**config.mk**
```make
export PLATFORM = sky130hd
export DESIGN_NAME = multi_resource_admission_control_core
export DESIGN_NICKNAME = d
export VERILOG_FILES = /design/src/rtl/mrac_pkg.sv /design/src/rtl/multi_resource_admission_control_core.sv
export VERILOG_INCLUDE_DIRS = /design/src /design/src/rtl
export SDC_FILE = /design/constraint.sdc
export NUM_CORES = 2
export LEC_CHECK = 0
export ABC_AREA = 1
export BUFFER_PORTS_ARGS = -buffer_cell sky130_fd_sc_hd__buf_2
export CORE_UTILIZATION = 45
export DETAILED_ROUTE_END_ITERATION = 16
export HOLD_SLACK_MARGIN = 0.03
export PLACE_DENSITY = 0.64
export RECOVER_POWER = 100
export SETUP_SLACK_MARGIN = 0.02
export SLEW_MARGIN = 20
export SYNTH_ARGS = -nofsm -noshare
export SYNTH_HDL_FRONTEND = slang
export SYNTH_SLANG_ARGS = --single-unit
```
**constraint.sdc**
```tcl
create_clock -name clk_i -period 6.9 [get_ports clk_i]
set_clock_uncertainty 0.05 [all_clocks]
set_input_delay 1.035 -clock clk_i [delete_from_list [all_inputs] [get_ports clk_i]]
set_output_delay 1.035 -clock clk_i [all_outputs]
set_load 0.02 [all_outputs]
```
**src/rtl/multi_resource_admission_control_core_macros.svh**
```systemverilog
// ----------------------------------------------------------------------------
// Assertion macros for the admission control core
// Clocked on clk_i, disabled while rst_ni is low.
// ----------------------------------------------------------------------------
`ifndef MULTI_RESOURCE_ADMISSION_CONTROL_CORE_MACROS_SVH
`define MULTI_RESOURCE_ADMISSION_CONTROL_CORE_MACROS_SVH

// property that must hold in the same cycle
`define MRAC_ASSERT(lbl, prop, msg) \
  lbl: assert property (@(posedge clk_i) disable iff (!rst_ni) (prop)) else $error(msg);

// consequence that must hold in the cycle after the antecedent
`define MRAC_ASSERT_NEXT(lbl, ante, cons, msg) \
  lbl: assert property (@(posedge clk_i) disable iff (!rst_ni) (ante) |=> (cons)) \
    else $error(msg);

`endif

```
**src/rtl/mrac_pkg.sv**
```systemverilog
// ----------------------------------------------------------------------------
// mrac_pkg
// Types and constants of the multi-resource admission control core.
// ----------------------------------------------------------------------------
`default_nettype none

package mrac_pkg;

  localparam int NUM_TYPES   = 7;
  localparam int COUNT_WIDTH = 6;
  localparam int PEND_DEPTH  = 16;
  localparam int RUN_DEPTH   = 16;

  localparam int PEND_AW   = $clog2(PEND_DEPTH);
  localparam int FILL_W    = $clog2(PEND_DEPTH + 1);
  localparam int RUN_AW    = $clog2(RUN_DEPTH);
  localparam int TYPE_W    = $clog2(NUM_TYPES);
  localparam int RES_CNT_W = $clog2(NUM_TYPES + 1);
  localparam int CFG_IDX_W = 3;
  localparam int EVENT_W   = 3;
  localparam int CMD_W     = 2;

  typedef logic [NUM_TYPES-1:0][COUNT_WIDTH-1:0] cnt_vec_t;

  typedef enum logic [CMD_W-1:0] {
    CMD_SUBMIT = 2'd0,
    CMD_FINISH = 2'd1,
    CMD_POLL   = 2'd2,
    CMD_STATUS = 2'd3
  } cmd_e;

  typedef enum logic [EVENT_W-1:0] {
    EV_QUEUED   = 3'd0,
    EV_REJECTED = 3'd1,
    EV_STARTED  = 3'd2,
    EV_RELEASED = 3'd3,
    EV_UNKNOWN  = 3'd4,
    EV_STATUS   = 3'd5
  } event_e;

endpackage

`default_nettype wire

```
**src/rtl/multi_resource_admission_control_core.sv**
```systemverilog
// ----------------------------------------------------------------------------
// multi_resource_admission_control_core
// Admits queued requests against per-type resource limits and tracks the
// running set in a 16-slot table.
// ----------------------------------------------------------------------------
//
//   channel   direction  handshake               payload
//   in        in         in_valid_i/in_ready_o   command, finished_slot, count_type0..6
//   out       out        out_valid_o/out_ready_i event_res, task_slot, type_index,
//                                                running_count, last
//   cfg       in         cfg_valid_i/cfg_ready_o cfg_index_i, cfg_data_i (limit_type0..6)
//
// an accepted item waits in the input register until no earlier result is pending
// or the last one is leaving, then executes in one pass over the fifo head, limit
// compares, free-slot search and the running table; its first result is then registered in the output register
// an item's results hold the input side until they have left through a free
// output port; a status query is the longest with seven results
// a stalled output port stalls execution and then the input port
// reset clears pointers, fill, slot valid bits, totals and limits; the fifo
// and running table storage is not cleared, only written entries are read
// cfg writes are taken every cycle
`default_nettype none

`include "multi_resource_admission_control_core_macros.svh"

module multi_resource_admission_control_core (
  input  logic                              clk_i,
  input  logic                              rst_ni,
  // request side
  input  logic                              in_valid_i,
  output logic                              in_ready_o,
  input  logic [mrac_pkg::CMD_W-1:0]        command_i,
  input  logic [mrac_pkg::RUN_AW-1:0]       finished_slot_i,
  input  logic [mrac_pkg::COUNT_WIDTH-1:0]  count_type0_i,
  input  logic [mrac_pkg::COUNT_WIDTH-1:0]  count_type1_i,
  input  logic [mrac_pkg::COUNT_WIDTH-1:0]  count_type2_i,
  input  logic [mrac_pkg::COUNT_WIDTH-1:0]  count_type3_i,
  input  logic [mrac_pkg::COUNT_WIDTH-1:0]  count_type4_i,
  input  logic [mrac_pkg::COUNT_WIDTH-1:0]  count_type5_i,
  input  logic [mrac_pkg::COUNT_WIDTH-1:0]  count_type6_i,
  // result side
  output logic                              out_valid_o,
  input  logic                              out_ready_i,
  output logic [mrac_pkg::EVENT_W-1:0]      event_res_o,
  output logic [mrac_pkg::RUN_AW-1:0]       task_slot_o,
  output logic [mrac_pkg::TYPE_W-1:0]       type_index_o,
  output logic [mrac_pkg::COUNT_WIDTH-1:0]  running_count_o,
  output logic                              last_o,
  // limit registers
  input  logic                              cfg_valid_i,
  output logic                              cfg_ready_o,
  input  logic [mrac_pkg::CFG_IDX_W-1:0]    cfg_index_i,
  input  logic [mrac_pkg::COUNT_WIDTH-1:0]  cfg_data_i
);

  // --------------------------------------------------------------------------
  // limit registers
  // --------------------------------------------------------------------------
  mrac_pkg::cnt_vec_t lim_q;

  assign cfg_ready_o = 1'b1;

  always_ff @(posedge clk_i or negedge rst_ni) begin
    if (!rst_ni) begin
      lim_q <= '0;
    end else if (cfg_valid_i && cfg_ready_o &&
                 (cfg_index_i < mrac_pkg::CFG_IDX_W'(mrac_pkg::NUM_TYPES))) begin
      lim_q[cfg_index_i[mrac_pkg::TYPE_W-1:0]] <= cfg_data_i;
    end
  end

  // --------------------------------------------------------------------------
  // input register
  // --------------------------------------------------------------------------
  mrac_pkg::cnt_vec_t                in_cnt;
  logic                              in_vld_q;
  mrac_pkg::cmd_e                    in_cmd_q;
  logic [mrac_pkg::RUN_AW-1:0]       in_fslot_q;
  mrac_pkg::cnt_vec_t                in_cnt_q;
  logic                              in_go;
  logic                              exec_go;
  logic                              emit_go;

  assign in_cnt[0] = count_type0_i;
  assign in_cnt[1] = count_type1_i;
  assign in_cnt[2] = count_type2_i;
  assign in_cnt[3] = count_type3_i;
  assign in_cnt[4] = count_type4_i;
  assign in_cnt[5] = count_type5_i;
  assign in_cnt[6] = count_type6_i;

  // input register frees up in the cycle its item executes
  assign in_ready_o = !in_vld_q || exec_go;
  assign in_go      = in_valid_i && in_ready_o;

  always_ff @(posedge clk_i or negedge rst_ni) begin
    if (!rst_ni) begin
      in_vld_q <= 1'b0;
    end else if (in_go) begin
      in_vld_q <= 1'b1;
    end else if (exec_go) begin
      in_vld_q <= 1'b0;
    end
  end

  always_ff @(posedge clk_i) begin
    if (in_go) begin
      in_cmd_q   <= mrac_pkg::cmd_e'(command_i);
      in_fslot_q <= finished_slot_i;
      in_cnt_q   <= in_cnt;
    end
  end

  // --------------------------------------------------------------------------
  // admission state
  // --------------------------------------------------------------------------
  mrac_pkg::cnt_vec_t                pend_mem_q [mrac_pkg::PEND_DEPTH];
  mrac_pkg::cnt_vec_t                run_tab_q  [mrac_pkg::RUN_DEPTH];
  logic [mrac_pkg::PEND_AW-1:0]      fifo_head_q, fifo_head_d;
  logic [mrac_pkg::PEND_AW-1:0]      fifo_tail_q, fifo_tail_d;
  logic [mrac_pkg::FILL_W-1:0]       fifo_fill_q, fifo_fill_d;
  logic [mrac_pkg::RUN_DEPTH-1:0]    slot_valid_q, slot_valid_d;
  mrac_pkg::cnt_vec_t                totals_q, totals_d;

  // result descriptor of the item being emitted
  logic [mrac_pkg::RES_CNT_W-1:0]    rem_q, rem_d;
  logic [mrac_pkg::TYPE_W-1:0]       idx_q, idx_d;
  logic                              stat_mode_q, stat_mode_d;
  mrac_pkg::cnt_vec_t                stat_q, stat_d;
  mrac_pkg::event_e                  r0_ev_q, r0_ev_d;
  logic [mrac_pkg::RUN_AW-1:0]       r0_slot_q, r0_slot_d;
  logic [mrac_pkg::RUN_AW-1:0]       r1_slot_q, r1_slot_d;

  // execute decode
  mrac_pkg::cnt_vec_t                head_cnt;
  mrac_pkg::cnt_vec_t                sum_tot;
  mrac_pkg::cnt_vec_t                sub_tot;
  logic [mrac_pkg::NUM_TYPES-1:0]    fit_vec;
  logic [mrac_pkg::RUN_AW-1:0]       free_slot;
  logic                              any_free;
  logic                              push_go;
  logic                              start_go;
  logic                              release_go;
  logic                              try_head;
  logic [mrac_pkg::FILL_W-1:0]       fill_push;

  // the last result may leave while the next item executes
  assign exec_go = in_vld_q && ((rem_q == '0) ||
                   ((rem_q == mrac_pkg::RES_CNT_W'(1)) && emit_go));

  always_comb begin
    logic [mrac_pkg::COUNT_WIDTH:0] sum_w;
    push_go = exec_go && (in_cmd_q == mrac_pkg::CMD_SUBMIT) &&
              (fifo_fill_q != mrac_pkg::FILL_W'(mrac_pkg::PEND_DEPTH));
    fill_push = fifo_fill_q + mrac_pkg::FILL_W'(push_go);

    // on an empty fifo the head is the item being pushed
    head_cnt = (fifo_fill_q == '0) ? in_cnt_q : pend_mem_q[fifo_head_q];

    for (int t = 0; t < mrac_pkg::NUM_TYPES; t++) begin
      sum_w      = {1'b0, totals_q[t]} + {1'b0, head_cnt[t]};
      fit_vec[t] = sum_w <= {1'b0, lim_q[t]};
      sum_tot[t] = sum_w[mrac_pkg::COUNT_WIDTH-1:0];
      sub_tot[t] = totals_q[t] - run_tab_q[in_fslot_q][t];
    end

    // lowest free slot
    any_free  = ~&slot_valid_q;
    free_slot = '0;
    for (int s = mrac_pkg::RUN_DEPTH - 1; s >= 0; s--) begin
      if (!slot_valid_q[s]) begin
        free_slot = mrac_pkg::RUN_AW'(s);
      end
    end

    try_head   = exec_go && ((in_cmd_q == mrac_pkg::CMD_SUBMIT) ||
                             (in_cmd_q == mrac_pkg::CMD_POLL));
    start_go   = try_head && (fill_push != '0) && (&fit_vec) && any_free;
    release_go = exec_go && (in_cmd_q == mrac_pkg::CMD_FINISH) &&
                 slot_valid_q[in_fslot_q];

    // fifo pointers
    fifo_tail_d = fifo_tail_q;
    fifo_head_d = fifo_head_q;
    if (push_go) begin
      fifo_tail_d = (fifo_tail_q == mrac_pkg::PEND_AW'(mrac_pkg::PEND_DEPTH - 1)) ?
                    '0 : fifo_tail_q + mrac_pkg::PEND_AW'(1);
    end
    if (start_go) begin
      fifo_head_d = (fifo_head_q == mrac_pkg::PEND_AW'(mrac_pkg::PEND_DEPTH - 1)) ?
                    '0 : fifo_head_q + mrac_pkg::PEND_AW'(1);
    end
    fifo_fill_d = fill_push - mrac_pkg::FILL_W'(start_go);

    // running set
    slot_valid_d = slot_valid_q;
    totals_d     = totals_q;
    if (start_go) begin
      slot_valid_d[free_slot] = 1'b1;
      totals_d                = sum_tot;
    end else if (release_go) begin
      slot_valid_d[in_fslot_q] = 1'b0;
      totals_d                 = sub_tot;
    end

    // result descriptor
    rem_d       = rem_q;
    idx_d       = idx_q;
    stat_mode_d = stat_mode_q;
    stat_d      = stat_q;
    r0_ev_d     = r0_ev_q;
    r0_slot_d   = r0_slot_q;
    r1_slot_d   = r1_slot_q;
    if (exec_go) begin
      idx_d       = '0;
      stat_mode_d = 1'b0;
      r0_slot_d   = '0;
      r1_slot_d   = free_slot;
      case (in_cmd_q)
        mrac_pkg::CMD_SUBMIT: begin
          r0_ev_d = push_go ? mrac_pkg::EV_QUEUED : mrac_pkg::EV_REJECTED;
          rem_d   = mrac_pkg::RES_CNT_W'(1) + mrac_pkg::RES_CNT_W'(start_go);
        end
        mrac_pkg::CMD_FINISH: begin
          r0_ev_d   = release_go ? mrac_pkg::EV_RELEASED : mrac_pkg::EV_UNKNOWN;
          r0_slot_d = in_fslot_q;
          rem_d     = mrac_pkg::RES_CNT_W'(1);
        end
        mrac_pkg::CMD_POLL: begin
          r0_ev_d   = mrac_pkg::EV_STARTED;
          r0_slot_d = free_slot;
          rem_d     = mrac_pkg::RES_CNT_W'(start_go);
        end
        mrac_pkg::CMD_STATUS: begin
          // totals are frozen into the descriptor so later items may run on
          r0_ev_d     = mrac_pkg::EV_STATUS;
          stat_mode_d = 1'b1;
          stat_d      = totals_q;
          rem_d       = mrac_pkg::RES_CNT_W'(mrac_pkg::NUM_TYPES);
        end
        default: begin
          r0_ev_d = mrac_pkg::EV_UNKNOWN;
          rem_d   = '0;
        end
      endcase
    end else if (emit_go) begin
      rem_d = rem_q - mrac_pkg::RES_CNT_W'(1);
      idx_d = idx_q + mrac_pkg::TYPE_W'(1);
    end
  end

  always_ff @(posedge clk_i or negedge rst_ni) begin
    if (!rst_ni) begin
      fifo_head_q  <= '0;
      fifo_tail_q  <= '0;
      fifo_fill_q  <= '0;
      slot_valid_q <= '0;
      totals_q     <= '0;
      rem_q        <= '0;
    end else begin
      fifo_head_q  <= fifo_head_d;
      fifo_tail_q  <= fifo_tail_d;
      fifo_fill_q  <= fifo_fill_d;
      slot_valid_q <= slot_valid_d;
      totals_q     <= totals_d;
      rem_q        <= rem_d;
    end
  end

  always_ff @(posedge clk_i) begin
    idx_q       <= idx_d;
    stat_mode_q <= stat_mode_d;
    stat_q      <= stat_d;
    r0_ev_q     <= r0_ev_d;
    r0_slot_q   <= r0_slot_d;
    r1_slot_q   <= r1_slot_d;
  end

  // storage arrays, no reset
  always_ff @(posedge clk_i) begin
    if (push_go) begin
      pend_mem_q[fifo_tail_q] <= in_cnt_q;
    end
    if (start_go) begin
      run_tab_q[free_slot] <= head_cnt;
    end
  end

  // --------------------------------------------------------------------------
  // result emitter and output register
  // --------------------------------------------------------------------------
  logic                              out_vld_q;
  mrac_pkg::event_e                  out_ev_q, emit_ev;
  logic [mrac_pkg::RUN_AW-1:0]       out_slot_q, emit_slot;
  logic [mrac_pkg::TYPE_W-1:0]       out_type_q, emit_type;
  logic [mrac_pkg::COUNT_WIDTH-1:0]  out_cnt_q, emit_cnt;
  logic                              out_last_q;

  assign emit_go = (rem_q != '0) && (!out_vld_q || out_ready_i);

  always_comb begin
    emit_type = '0;
    emit_cnt  = '0;
    if (stat_mode_q) begin
      emit_ev   = mrac_pkg::EV_STATUS;
      emit_slot = '0;
      emit_type = idx_q;
      emit_cnt  = stat_q[idx_q];
    end else if (idx_q == '0) begin
      emit_ev   = r0_ev_q;
      emit_slot = r0_slot_q;
    end else begin
      // second result of a submit is always the start of the head
      emit_ev   = mrac_pkg::EV_STARTED;
      emit_slot = r1_slot_q;
    end
  end

  always_ff @(posedge clk_i or negedge rst_ni) begin
    if (!rst_ni) begin
      out_vld_q <= 1'b0;
    end else if (emit_go) begin
      out_vld_q <= 1'b1;
    end else if (out_ready_i) begin
      out_vld_q <= 1'b0;
    end
  end

  always_ff @(posedge clk_i) begin
    if (emit_go) begin
      out_ev_q   <= emit_ev;
      out_slot_q <= emit_slot;
      out_type_q <= emit_type;
      out_cnt_q  <= emit_cnt;
      out_last_q <= (rem_q == mrac_pkg::RES_CNT_W'(1));
    end
  end

  assign out_valid_o     = out_vld_q;
  assign event_res_o     = out_ev_q;
  assign task_slot_o     = out_slot_q;
  assign type_index_o    = out_type_q;
  assign running_count_o = out_cnt_q;
  assign last_o          = out_last_q;

  // --------------------------------------------------------------------------
  // assertions
  // --------------------------------------------------------------------------
  `MRAC_ASSERT(a_fill_bound, fifo_fill_q <= mrac_pkg::FILL_W'(mrac_pkg::PEND_DEPTH), "fifo fill above depth")

  `MRAC_ASSERT(a_start_free_slot, !start_go || !slot_valid_q[free_slot], "start into a busy slot")

  `MRAC_ASSERT(a_rem_bound, rem_q <= mrac_pkg::RES_CNT_W'(mrac_pkg::NUM_TYPES), "too many pending results")

  `MRAC_ASSERT_NEXT(a_last_flag, emit_go && (rem_q == mrac_pkg::RES_CNT_W'(1)), out_vld_q && out_last_q, "final result without last")

  `MRAC_ASSERT_NEXT(a_release_clears, release_go, !slot_valid_q[$past(in_fslot_q)], "released slot still valid")

endmodule

`default_nettype wire
```
==> results.cfg <==
[timing]
fmax_mhz = 154
hold_viol_final = 0
rsz0062_at_grt = false
finalMaxSlewViolations = 705
fin_tns_setup_ns = 0
slew_headroom_pct = -130
post-route-min-period_ns = 6.50
setup_viol = 0
worst_slew_pin_slew_ns = 3.45
fin_crit_sh_pct = 94.3

[global_routing]
grt_max_degree = 193
antenna_found_initial = 12
grt_pass1_vias = 42100
grt_use_total_pct = 24.5
grt_overflow = 0
grt_pass1_wl_um = 274000

[power]
clockPowerShare_pct = 27.2
p_leak_uw = 0.0256
vdd_ir_drop_max_mv = 0.297
p_switching_uw = 11200
p_seq_share_pct = 40.2
switching_share_pct = 36.4
p_int_uw = 19700
power.share.combinational_pct = 32.6
p_per_area_mw_per_mm2 = 416

[synth]
synth_area_per_cell_um2 = 12.4
syn_area_mm2 = 0.0667
syn_nets = 5610
yosys_register_bits = 1588
ys.warnings.count = 0
seq_area_frac_synth_pct = 70.5
yosysUniqueCellTypes = 52
synthCells = 5396

[detailed_routing]
totalWireLength_um = 186000
wl_per_cell_um = 24.8
vias = 44100
drc = 0
dr_wl_met2_um = 88000
dr.pass1.iters = 6
met3_length_um = 15100
avgViaCountPerCell = 5.87
ant_nets = 0
routed.top_layer = met5
wl_met1_um = 75500
drt-initial-drc-count = 4850

[placement]
post-dp-hpwl_um = 108000
place_inst = 7223
place_congestion = 0.902
numPortBuffers = 80
placed_cell_area_mm2 = 0.0701

[layout]
mostFrequentLayoutCell = edfxtp_1
fin_nets = 5683
drive_gt1_share_pct = 7.49
fin_area_mm2 = 0.0743
post-route-util_pct = 50.8
fin_cells = 7514
mostFrequentLayoutCells = edfxtp_1, nor2_1, o21ai_0
area_growth_pct = 11.5

[worst_hold_path]
whs_path_depth = 1
worst_hold_path.endpoint = in_cnt_q[39]
hp-start = count_type6_i[3]
hp-class = primary input to flop

[clock_network]
cts.sinks = 1588
tritoncts = yes
clk_latency_ns = 0.79
ctsResizeCount = 0
h-tree-depth = 4
cts_buffer_depth = 3
clk_pin_slew_ns = 0.06
cts-root-buf = clkbuf_16
numCtsBuffers = 161
hold_buffers = 0
post_cts.repair.setup_buffers = 0

[worst_setup_path]
critical-path-max-stage-delay_ns = 0.91
start_kind = flop
critPathCaptureType = flop
worstPathMaxFanout = 70
r2r_slack_ns = 0.40
reg2reg_from = fifo_head_q[1]
critPathArrivalTime_ns = 6.85
path_buf_inv = 6
rr_worst_depth = 26
worstSetupPathType = flop to flop
cp_slowest_cell = a41oi_1
cp.required_ns = 7.25
cpLargestDelayFamily = buffers and inverters
cp_common_cell = nand2_1
timing.rr.end = run_tab_q[9][29]

[die]
initial_utilization_pct = 45.5
fp.coreArea_mm2 = 0.146
dieArea_mm2 = 0.150
ios = 82
die_w_um = 387
rows = 140
die_y_um = 387

[run_status]
violations = capacitance limit, slew limit
status = complete, but fails checks

[run]
max-cap-violations = 22
## stage by stage
stage | hold slack, ns | total power, uW | setup WS, ns
after detailed placement | 0.424 | 22700 | 0.710
after CTS | 0.238 | 31000 | 0.684
final | 0.377 | 30900 | 0.396
after global routing | 0.349 | 32400 | 0.0992
after floorplan | 0.403 | 18900 | 0.117
after global placement | 0.419 | 22500 | 0.876
## how the worst max path moves through the flow
stage,slack [ns],end,startpoint,cells after the start
after floorplan,0.12,run_tab_q[12][0],fifo_head_q[1],29
after detailed placement,0.71,run_tab_q[4][12],fifo_head_q[0],28
after CTS,0.68,run_tab_q[4][34],fifo_head_q[0],28
final,0.40,run_tab_q[9][29],fifo_head_q[1],26
after global placement,0.88,run_tab_q[5][15],fifo_head_q[0],28
after global routing,0.1,run_tab_q[9][38],fifo_head_q[0],26
## routing by layer
| layer | up-vias | track usage [%] |
|---|---|---|
| li1 | 19900 | - |
| met1 | 22000 | 33.1 |
| met2 | 1871 | 39.6 |
| met3 | 354 | 3.64 |
| met4 | 2 | 10.1 |
| met5 | - | 0 |
## worst register-to-register path, cell delays in order, from the launching register on
cell and delay [ns]:
dfrtp_4 0.50, inv_4 0.31, buf_12 0.35, buf_4 0.36
o21ai_0 0.13, o22ai_1 0.18, o211ai_1 0.11, a41oi_1 0.91
ha_1 0.45, a21oi_1 0.20, nand2_1 0.07, nand2_1 0.08
nand2_1 0.06, a21oi_1 0.15, xnor2_1 0.20, ha_1 0.30
nand2_1 0.07, nand2_1 0.06, nand2_1 0.15, nand2_1 0.07
nor2_1 0.16, nand3_2 0.10, inv_2 0.15, nand3_1 0.09
buf_4 0.20, nor2_1 0.15, buf_6 0.50
## synth_stat cells, drive strengths merged
master | number | area share (%)
edfxtp | 1463 | 66
a21oi | 54 | 0.41
nand3b | 18 | 0.20
o211ai | 94 | 1.1
a22oi | 3 | 0.034
o22ai | 158 | 1.5
dfrtp | 118 | 4.4
o21bai | 3 | 0.034
dfxtp | 7 | 0.21
o21ai | 808 | 6.1
buf | 80 | 0.70
a221oi | 7 | 0.092
or2 | 5 | 0.047
inv | 288 | 1.6
xor2 | 14 | 0.18
a21o | 5 | 0.056
o31ai | 1 | 0.011
nor3 | 30 | 0.29
clkinv | 6 | 0.041
xnor2 | 39 | 0.51
nand4 | 26 | 0.25
nand3 | 164 | 1.3
and2 | 1 | 0.0094
o221ai | 164 | 2.2
ha | 138 | 2.6
fa | 14 | 0.42
a31oi | 9 | 0.084
a41oi | 35 | 0.46
nand2 | 508 | 2.9
a2bb2oi | 6 | 0.079
o311ai | 1 | 0.013
nor2 | 891 | 5.0
clkbuf | 235 | 1.3
nor3b | 1 | 0.019
a221o | 1 | 0.015
conb | 1 | 0.0056
## flip-flops by register name (all words and copies together) (netlist names), 2 cells and up, named ones only
| signal | cells |
|---|---|
| in_cnt_q | 42 |
| running_count_o | 6 |
| r0_slot_q | 4 |
| r0_ev_q | 3 |
| fifo_fill_q | 5 |
| in_fslot_q | 4 |
| fifo_head_q | 4 |
| r1_slot_q | 4 |
| totals_q | 42 |
| in_cmd_q | 2 |
| pend_mem_q | 672 |
| lim_q | 42 |
| task_slot_o | 4 |
| type_index_o | 3 |
| rem_q | 3 |
| run_tab_q | 672 |
| idx_q | 3 |
| stat_q | 42 |
| fifo_tail_q | 4 |
| event_res_o | 3 |
| slot_valid_q | 16 |
## cell type report
cell class	count	area (um2)
inverter	294	1130
timing repair buffer	225	1430
sequential	1588	47000
tap	1917	2400
multi-input combinational	3199	17300
clock buffer	199	4250
clock inverter	89	766
antenna	3	7.51
fill	12700	72100
## cell families (layout without fill, tap and decap cells)
| logic type | Yosys count | after routing | synth area share (%) |
|---|---|---|---|
| AOI/OAI and AO/OA | 1349 | 1349 | 12.0 |
| adders and majority gates | 152 | 152 | 3.01 |
| DFF | 1588 | 1588 | 70.5 |
| other | 1 | 4 | 0.00562 |
| and+or+nand+nor | 1644 | 1644 | 10.0 |
| buffers and inverters | 609 | 807 | 3.68 |
| xor gates and xnor gates | 53 | 53 | 0.696 |
## power groups by stage
stage               logic (uW)  clock network (uW)  registers [uW]
floorplan                 6620                   0           12300
global placement          9960                   0           12500
detailed placement       10100                   0           12600
CTS                      10200                8510           12400
global route             11100                8850           12500
finish                   10100                8410           12400
(Power assumes the default switching activity.)
